<file path="config.mk">
export PLATFORM = sky130hd
export DESIGN_NAME = cms_ctrl
export DESIGN_NICKNAME = d
export VERILOG_FILES = /design/src/sv/cms_pkg.sv /design/src/sv/cms_ctrl.sv
export SDC_FILE = /design/constraint.sdc
export NUM_CORES = 1
export LEC_CHECK = 0
export BUFFER_PORTS_ARGS = -buffer_cell sky130_fd_sc_hd__buf_2
export CAP_MARGIN = 20
export CELL_PAD_IN_SITES_DETAIL_PLACEMENT = 0
export CELL_PAD_IN_SITES_GLOBAL_PLACEMENT = 2
export CORE_ASPECT_RATIO = 0.8
export CORE_MARGIN = 2
export CORE_UTILIZATION = 22
export DETAILED_ROUTE_END_ITERATION = 12
export HOLD_SLACK_MARGIN = 0.1
export PLACE_DENSITY_LB_ADDON = 0.15
export SYNTH_ARGS = -nofsm -noshare
export SYNTH_HDL_FRONTEND = slang
export SYNTH_SLANG_ARGS = --single-unit
export TNS_END_PERCENT = 30
</file>
<file path="constraint.sdc">
create_clock -name clk -period 2.1 [get_ports clk]
set_clock_uncertainty 0.1 [all_clocks]
set_input_delay 0.21 -clock clk [delete_from_list [all_inputs] [get_ports clk]]
set_output_delay 0.21 -clock clk [all_outputs]
set_load 0.02 [all_outputs]
</file>
<file path="src/sv/cms_pkg.sv">
// completion match store package: sizes, slot entry layout and the
// command and status bundles between the controller and the datapath
// no dependencies
package cms_pkg;

  localparam int ENTRIES = 64;
  localparam int IDX_W   = $clog2(ENTRIES);
  localparam int LINK_W  = $clog2(ENTRIES + 1);
  localparam int OCC_W   = LINK_W;

  localparam logic [LINK_W-1:0] NIL_LINK = LINK_W'(ENTRIES);

  localparam logic CMD_ADD  = 1'b0;
  localparam logic CMD_FIND = 1'b1;

  // first member sits in the highest bits, so request_id lands lowest
  typedef struct packed {
    logic [31:0] byte_length;
    logic [7:0]  opcode;
    logic [4:0]  status;
    logic [23:0] queue_number;
    logic [63:0] request_id;
  } entry_t;

  localparam int ENTRY_W  = $bits(entry_t);
  localparam int IN_TD_W  = ((ENTRY_W + 7) / 8) * 8;
  localparam int OUT_TD_W = ((ENTRY_W + OCC_W + 7) / 8) * 8;

  typedef struct packed {
    logic load_item;
    logic set_cur_free;
    logic set_cur_head;
    logic data_wr;
    logic add_link;
    logic add_tail;
    logic step;
    logic unlink;
    logic release_slot;
    logic set_ok;
    logic res_load;
  } cmd_t;

  typedef struct packed {
    logic free_empty;
    logic head_null;
    logic match;
    logic nxt_null;
    logic out_free;
  } sts_t;

endpackage

</file>
<file path="src/sv/cms_ctrl.sv">
// completion match store controller: sequences add and find beats
// depends on cms_pkg
module cms_ctrl
  import cms_pkg::*;
(
  input  logic clk,
  input  logic rst_n,
  input  logic in_valid,
  input  logic in_command,
  output logic in_ready,
  input  sts_t sts,
  output cmd_t cmd
);

  localparam logic [3:0] ST_IDLE     = 4'd0;
  localparam logic [3:0] ST_ADD      = 4'd1;
  localparam logic [3:0] ST_ADD_RD   = 4'd2;
  localparam logic [3:0] ST_ADD_LNK  = 4'd3;
  localparam logic [3:0] ST_ADD_TAIL = 4'd4;
  localparam logic [3:0] ST_FIND     = 4'd5;
  localparam logic [3:0] ST_F_RD     = 4'd6;
  localparam logic [3:0] ST_F_CHK    = 4'd7;
  localparam logic [3:0] ST_F_REL    = 4'd8;
  localparam logic [3:0] ST_RESULT   = 4'd9;

  logic [3:0] state_r;
  logic [3:0] state_nxt;

  assign in_ready = (state_r == ST_IDLE);

  always_comb begin
    cmd       = '0;
    state_nxt = state_r;
    unique case (state_r)
      ST_IDLE: begin
        if (in_valid) begin
          cmd.load_item = 1'b1;
          state_nxt     = (in_command == CMD_FIND) ? ST_FIND : ST_ADD;
        end
      end
      ST_ADD: begin
        if (sts.free_empty) begin
          state_nxt = ST_RESULT;
        end else begin
          cmd.set_cur_free = 1'b1;
          state_nxt        = ST_ADD_RD;
        end
      end
      ST_ADD_RD: begin
        state_nxt = ST_ADD_LNK;
      end
      ST_ADD_LNK: begin
        cmd.data_wr  = 1'b1;
        cmd.add_link = 1'b1;
        state_nxt    = ST_ADD_TAIL;
      end
      ST_ADD_TAIL: begin
        cmd.add_tail = 1'b1;
        cmd.set_ok   = 1'b1;
        state_nxt    = ST_RESULT;
      end
      ST_FIND: begin
        if (sts.head_null) begin
          state_nxt = ST_RESULT;
        end else begin
          cmd.set_cur_head = 1'b1;
          state_nxt        = ST_F_RD;
        end
      end
      ST_F_RD: begin
        state_nxt = ST_F_CHK;
      end
      ST_F_CHK: begin
        if (sts.match) begin
          cmd.unlink = 1'b1;
          cmd.set_ok = 1'b1;
          state_nxt  = ST_F_REL;
        end else begin
          cmd.step  = 1'b1;
          state_nxt = sts.nxt_null ? ST_RESULT : ST_F_RD;
        end
      end
      ST_F_REL: begin
        cmd.release_slot = 1'b1;
        state_nxt        = ST_RESULT;
      end
      ST_RESULT: begin
        if (sts.out_free) begin
          cmd.res_load = 1'b1;
          state_nxt    = ST_IDLE;
        end
      end
      default: begin
        state_nxt = ST_IDLE;
      end
    endcase
  end

  always_ff @(posedge clk) begin
    if (!rst_n) begin
      state_r <= ST_IDLE;
    end else begin
      state_r <= state_nxt;
    end
  end

endmodule

</file>
Word-level counts from Yosys, hierarchy flattened
Cells that the tools add are included.
{"block": "classes", "n_reduce_logical": 3, "eq_ne": 11, "mux": 23}
{"cell": "$pmux 4 s9", "count": 1}
{"cell": "$mux 4", "count": 6}
{"cell": "$eq 4x3->1 const B", "count": 4}
{"cell": "$mux 1", "count": 12}
{"cell": "$eq 4x2->1 const B", "count": 2}
{"cell": "$eq 4x4->1 const B", "count": 2}
{"cell": "$eq 4x1->1 const B", "count": 1}
{"cell": "$logic_not 4->1", "count": 1}
{"cell": "$mux 2", "count": 2}
{"cell": "$ne 2x2->1 const B", "count": 2}
{"cell": "$mux 3", "count": 1}
{"cell": "$pmux 1 s2", "count": 1}
{"cell": "$reduce_and 2->1", "count": 1}
{"cell": "$reduce_or 2->1", "count": 1}
{"block": "word_totals", "word_cells": 38, "in_bits": 9, "output_inout_bits": 12, "reg_bits": 4}

Logic depth before layout (Yosys ltp)
Gate-level depths: netlist of the first run.
{"block": "depth", "ltp_word": 3, "ltp_mapped": 5, "depth_no_buf": 4}

Least setup slack after synthesis of the first run
Ideal clock, no wire load.
{"block": "synth_timing", "path_kind": "flip-flop to output port", "from": "register state_r[3]", "to": "output cmd[10] (netlist name)", "t_arrival_ps": 1434, "stages_incl_launch_ff": 4, "path_slack_ps": 356, "path_cell_list": "dfxtp_1 or2_1 nor3_1 and2_1"}
{"element": "from (decl)", "line_no": "cms_ctrl.sv:26", "text": "logic [3:0] state_r;"}
{"element": "from (signal assigned)", "line_no": "cms_ctrl.sv:103", "text": "state_r <= state_nxt;"}
{"element": "to (decl)", "line_no": "cms_ctrl.sv:12", "text": "output cmd_t cmd"}

==> results of run 1 <==
## worst max-delay path, stage by stage (launching register included)
cell	delay [ps]
sky130_fd_sc_hd__dfxtp_1	600
sky130_fd_sc_hd__nand4b_1	250
sky130_fd_sc_hd__nor2_1	180
sky130_fd_sc_hd__or2_1	110
sky130_fd_sc_hd__buf_2	150
## cell usage in the layout (no fill, tap or decap), types with 2 or more instances in the layout
master,instances
sky130_fd_sc_hd__nand2_1,3
sky130_fd_sc_hd__o21ai_0,2
sky130_fd_sc_hd__or3_1,2
sky130_fd_sc_hd__dfxtp_1,4
sky130_fd_sc_hd__nor3_1,6
sky130_fd_sc_hd__or2_1,2
sky130_fd_sc_hd__nand2b_1,4
sky130_fd_sc_hd__a21oi_1,4
sky130_fd_sc_hd__nor2_1,6
sky130_fd_sc_hd__clkbuf_4,3
sky130_fd_sc_hd__inv_2,2
sky130_fd_sc_hd__buf_2,20
sky130_fd_sc_hd__nor4_1,3
sky130_fd_sc_hd__inv_1,2
## cell families after synthesis
| family | after synthesis | share of synthesized area, % |
|---|---|---|
| AO/OA/AOI/OAI | 11 | 17.8 |
| buffers and inverters | 8 | 10.0 |
| flip-flops | 4 | 20.0 |
| multiplexers | 1 | 2.50 |
| AND/OR/NAND/NOR | 34 | 49.7 |
## power groups by stage
stage | clock, W | combinational (W) | sequential, W
2_1_floorplan | 0 | 0.000374 | 0.000136
3_3_place_gp | 0 | 0.000425 | 0.000200
3_5_place_dp | 0 | 0.000423 | 0.000195
4_1_cts | 0.0000991 | 0.000425 | 0.000194
5_1_grt | 0.0000995 | 0.000467 | 0.000204
6_report | 0.0000934 | 0.000422 | 0.000195
## layout make-up
type                            instances  area (um2)
Clock buffer                            3        22.5
Fill cell                             202        1150
Multi-Input combinational cell         46         280
Tap cell                               22        27.5
Timing Repair Buffer                   20         100
Inverter                                4        15.0
Sequential cell                         4        80.1
## routing by layer
metal	share of wire, %	GRT usage (%)	vias to the layer above
met2	44	14.1	15
met4	1.6	6.32	0
li1	-	-	247
met5	0	0	-
met1	50	16.0	223
met3	4.7	1.07	2
## worst max path at each step
stage / from / cells past startpoint / end
6_report: state_r[0] / 4 / cmd[1]
3_5_place_dp: state_r[1] / 4 / cmd[1]
3_3_place_gp: state_r[0] / 4 / cmd[1]
4_1_cts: state_r[0] / 4 / cmd[1]
5_1_grt: state_r[1] / 4 / cmd[10]
2_1_floorplan: state_r[3] / 3 / cmd[10]
## metrics by stage
stage / hold WS (ps) / util, % / instance area (um2) / std cells
finish: 121 / 31.4 / 526 / 99
global route: 137 / 31.4 / 526 / 99
CTS: 109 / 31.4 / 526 / 99
detailed placement: 358 / 30.0 / 503 / 96
global placement: 362 / 30.0 / 503 / 96
floorplan: 223 / - / 400 / 58
==> impl_metrics.py, run 1 <==
metrics = {
    "layout": {
        "largest_register_ffs": 4,
        "nNetsFinal": 88,
        "diodes": 0,
        "areaGrowthSynthToFinish_pct": 31.3,
        "drive_gt1_share_pct": 37.7,
        "largestRegisters": "state_r x4",
        "largest_register": "state_r",
    },
    "setup_path": {
        "rr_endpoint": "state_r[0]",
        "cp-end-kind": "output pin",
        "rr_startpoint": "state_r[2]",
        "timing_worst_setup_path_type": "register to output pin",
        "r2r_slack_ps": 520,
        "rr_worst_depth": 4,
        "cp-start-kind": "register",
        "crit_path_max_fanout": 15,
        "arrival_time_of_the_worst_setup_path_ps": 1520,
        "cp_data_required_time_ps": 1790,
    },
    "routing": {
        "vias": 487,
        "drt-total-wl_um": 1150,
        "drt_drc_violations_left": 0,
        "detailedRoute.firstPassIterationCount": 4,
        "detailedRoute.firstIterationViolations": 11,
        "routed_vias_inst": 4.92,
        "antenna_left": 0,
        "post_drt_wl_per_cell_um": 11.6,
    },
    "sta": {
        "grt_setup_unrepaired": "false",
        "final_min_period_over_clock_period_pct": 87.1,
        "max_slew_margin_pct": 68.6,
        "maximum_operating_frequency_ghz": 0.547,
        "finalWorstSetupSlack_ps": 271,
        "setup_total_negative_slack_ps": 0,
        "report.final.hold_viol_count": 0,
        "setup_violators_final": 0,
        "timing_worst_slew_pin_value_ps": 470,
        "timing.final.crit_period_ps": 1830,
        "count_of_final_max_slew_check_failures": 0,
    },
    "power": {
        "total_switching_power_w": 0.000362,
        "finalPower_w": 0.000710,
        "combinationalPowerShare_pct": 59.3,
        "cell_internal_pwr_w": 0.000349,
        "vdd_drop_max_mv": 0.577,
        "total_power_divided_by_cell_area_nw_per_um2": 1350,
        "power.sequential.fraction_pct": 27.5,
        "power_switching_share_pct": 50.9,
        "clkPwrFrac_pct": 13.1,
        "static_leakage_nw": 0.246,
    },
    "clocking": {
        "cts_h_tree_depth": 1,
        "clock_tree.buffer_depth": 2,
        "tritoncts": "built",
        "post_cts_hold_buffer_count": 0,
        "numCtsBuffers": 3,
        "cts_post_setup_buffers_inserted": 0,
        "post_cts.resized_instances": 0,
        "clkTransAtPathRegs_ps": 40,
        "worstSkewPairLatency_ps": 230,
        "numClockSinks": 4,
        "clock_tree.root_cell": "sky130_fd_sc_hd__clkbuf_4",
    },
    "min_path": {
        "timing.hold.worst.class": "input pin to register",
        "cell_depth_of_the_worst_hold_path": 3,
        "worst_hold_path.endpoint": "state_r[0]",
        "holdCritStartpoint": "rst_n",
    },
    "floorplanning": {
        "die_x_um": 51.7,
        "fp.dieArea_um2": 2180,
        "ios": 21,
        "height_of_the_die_um": 42.2,
        "initial_utilization_pct": 23.9,
        "rows": 13,
        "core-area_um2": 1680,
    },
    "global_route": {
        "grt_start_max_net_pins": 16,
        "global_route_wire_length_before_repair_um": 1730,
        "grt_pass1_vias": 398,
        "grt.overflow.total": 0,
        "grt_util_all_layers_pct": 10.6,
        "number_of_antenna_violations_at_the_first_check_in_global_routing": 0,
    },
    "placement": {
        "pre_cts_ws_ps": 520,
        "routabilityCongestion": 0.768,
        "placement.io_buffers": 20,
        "dp_wirelength_um": 882,
    },
    "logic_synthesis": {
        "ys_seq_area_share_pct": 20.0,
        "synth_nets": 67,
        "postSynthAreaPerCell_um2": 6.90,
        "synth_enable_flop_cells": 0,
        "synth_top_cells_by_count": "sky130_fd_sc_hd__nor2_1, sky130_fd_sc_hd__nor3_1, sky130_fd_sc_hd__a21oi_1, sky130_fd_sc_hd__dfxtp_1, sky130_fd_sc_hd__nand2b_1",
        "synth_top_cells_by_area": "sky130_fd_sc_hd__dfxtp_1, sky130_fd_sc_hd__nor3_1, sky130_fd_sc_hd__nand2b_1",
        "synth_cell_types": 28,
        "ys_async_sr_fraction_pct": 0,
        "yosys_register_bits": 4,
        "syn-instance-count": 58,
        "syn_area_um2": 400,
        "synthDominantCellAreaShare_pct": 20.0,
        "ys_dominant_reg_cell": "sky130_fd_sc_hd__dfxtp_1",
        "synth_warnings": 0,
        "yosys.area.top_type": "sky130_fd_sc_hd__dfxtp_1",
    },
    "flow_run": {
        "max_cap_violations": 0,
    },
    "status": {
        "result_of_the_run": "completed",
    },
}
No activity file was read; power rests on OpenSTA's default activity.
==> run 2: changes to the inputs <==
==> constraint.sdc (replaced) <==
create_clock -name clk -period 2.1 [get_ports clk]
set_clock_uncertainty 0.1 [all_clocks]
set_input_delay 0.21 -clock clk [delete_from_list [all_inputs] [get_ports clk]]
set_output_delay 0.21 -clock clk [all_outputs]
set_load 0.01 [all_outputs]
==> run 2 against run 1 <==
  * Final cell count is the same
  * Hold slack lost 6.9 ps
  * Setup slack better by 26 ps
  * Wire length down 3.6%
==> impl_metrics.py, run 2 (same netlist as run 1, synthesis figures left out) <==
metrics = {
    "status": {
        "result_of_the_run": "completed",
    },
    "power": {
        "total_power_divided_by_cell_area_nw_per_um2": 1260,
        "vdd_drop_max_mv": 0.705,
        "finalPower_w": 0.000662,
        "static_leakage_nw": 0.246,
    },
    "placement": {
        "dpl_cells": 96,
        "routabilityCongestion": 0.744,
        "placement.io_buffers": 20,
        "dp_wirelength_um": 864,
    },
    "clocking": {
        "numClockSinks": 4,
        "clock_tree.buffer_depth": 2,
        "tritoncts": "built",
        "worstSkewPairLatency_ps": 230,
        "clock_tree.root_cell": "sky130_fd_sc_hd__clkbuf_4",
        "cts_post_setup_buffers_inserted": 0,
        "clkTransAtPathRegs_ps": 40,
        "post_cts.resized_instances": 0,
        "post_cts_hold_buffer_count": 0,
        "cts_h_tree_depth": 1,
        "numCtsBuffers": 3,
    },
    "setup_path": {
        "cp-end-kind": "output pin",
        "arrival_time_of_the_worst_setup_path_ps": 1490,
        "cp-start-kind": "register",
        "critPathLaunch": "state_r[1]",
        "cp_data_required_time_ps": 1790,
        "timing_worst_setup_path_type": "register to output pin",
        "crit_path_max_fanout": 12,
        "rr_startpoint": "state_r[2]",
    },
    "layout": {
        "largest_register_ffs": 4,
        "layout_commonest_cell": "sky130_fd_sc_hd__buf_2",
        "nNetsFinal": 88,
        "diodes": 0,
        "areaGrowthSynthToFinish_pct": 31.3,
        "layout.filler_cells": 195,
        "final_cell_mix": "sky130_fd_sc_hd__buf_2, sky130_fd_sc_hd__nor3_1, sky130_fd_sc_hd__nor2_1",
        "finish.cell_count_without_fillers": 99,
        "final_util_pct": 31.4,
        "drive_gt1_share_pct": 37.7,
        "largestRegisters": "state_r x4",
        "largest_register": "state_r",
    },
    "global_route": {
        "grt.overflow.total": 0,
        "grt_pass1_vias": 421,
        "global_route_wire_length_before_repair_um": 1820,
        "grt_util_all_layers_pct": 10.9,
        "grt_start_max_net_pins": 16,
        "number_of_antenna_violations_at_the_first_check_in_global_routing": 0,
    },
    "min_path": {
        "holdCritStartpoint": "rst_n",
        "timing.hold.worst.class": "input pin to register",
    },
    "routing": {
        "drt_drc_violations_left": 0,
        "detailedRoute.firstIterationViolations": 5,
        "routed_vias_inst": 4.81,
        "drt-total-wl_um": 1110,
        "post_drt_wl_per_cell_um": 11.2,
        "antenna_left": 0,
        "vias": 476,
        "detailedRoute.firstPassIterationCount": 4,
    },
    "sta": {
        "setup_total_negative_slack_ps": 0,
        "fin_worst_hold_slack_ps": 114,
        "max_slew_margin_pct": 68.4,
        "maximum_operating_frequency_ghz": 0.555,
        "grt_setup_unrepaired": "false",
        "timing.final.crit_period_ps": 1800,
        "report.final.hold_viol_count": 0,
        "final_min_period_over_clock_period_pct": 85.8,
        "timing_worst_slew_pin_value_ps": 473,
        "count_of_final_max_slew_check_failures": 0,
        "setup_violators_final": 0,
    },
    "floorplanning": {
        "ios": 21,
        "rows": 13,
        "core-area_um2": 1680,
        "height_of_the_die_um": 42.2,
        "die_x_um": 51.7,
        "fp.dieArea_um2": 2180,
        "initial_utilization_pct": 23.9,
    },
    "flow_run": {
        "max_cap_violations": 0,
    },
}
[run 2: metal layers]
metal | vias up | wire length (um) | track usage [%] | share of wire, %
met2 | 15 | 503 | 16.4 | 45
li1 | 249 | - | - | -
met1 | 212 | 551 | 14.9 | 50
met3 | 0 | 53 | 3.21 | 4.8
met5 | - | 0 | 0 | 0
met4 | 0 | 0 | 3.16 | 0
[run 2: worst paths after layout]
path              slack [ps]         end  depth (start not counted)
hold / removal           110  state_r[0]                          3
hold reg to reg          630  state_r[2]                          2
setup / recovery         300      cmd[1]                          4
setup reg to reg         510  state_r[1]                          4
[run 2: per-stage QoR]
stage	cell area [um2]	setup WS, ps
6_report	526	298
5_1_grt	526	167
3_5_place_dp	503	525
2_1_floorplan	400	653
3_3_place_gp	503	511
4_1_cts	526	281
[run 2: cell type report]
class	count	area, um2	area share, %
tap	22	27.5	5.24
sequential	4	80.1	15.2
timing repair buffer	20	100	19.0
inverter	4	15.0	2.86
clock buffer	3	22.5	4.29
multi-input combinational	46	280	53.3
[run 2: worst max-delay path: stages, from the launching register on]
cell                      delay [ps]
sky130_fd_sc_hd__dfxtp_1         530
sky130_fd_sc_hd__or2_1           270
sky130_fd_sc_hd__nor3_1           90
sky130_fd_sc_hd__or2_1           240
sky130_fd_sc_hd__buf_2           130
[run 2: report_power, final]
group          switching, W  internal [W]  total [W]
Clock             0.0000301     0.0000638  0.0000939
Combinational      0.000194      0.000178   0.000372
Sequential        0.0000898      0.000106   0.000196
Total              0.000314      0.000348   0.000662
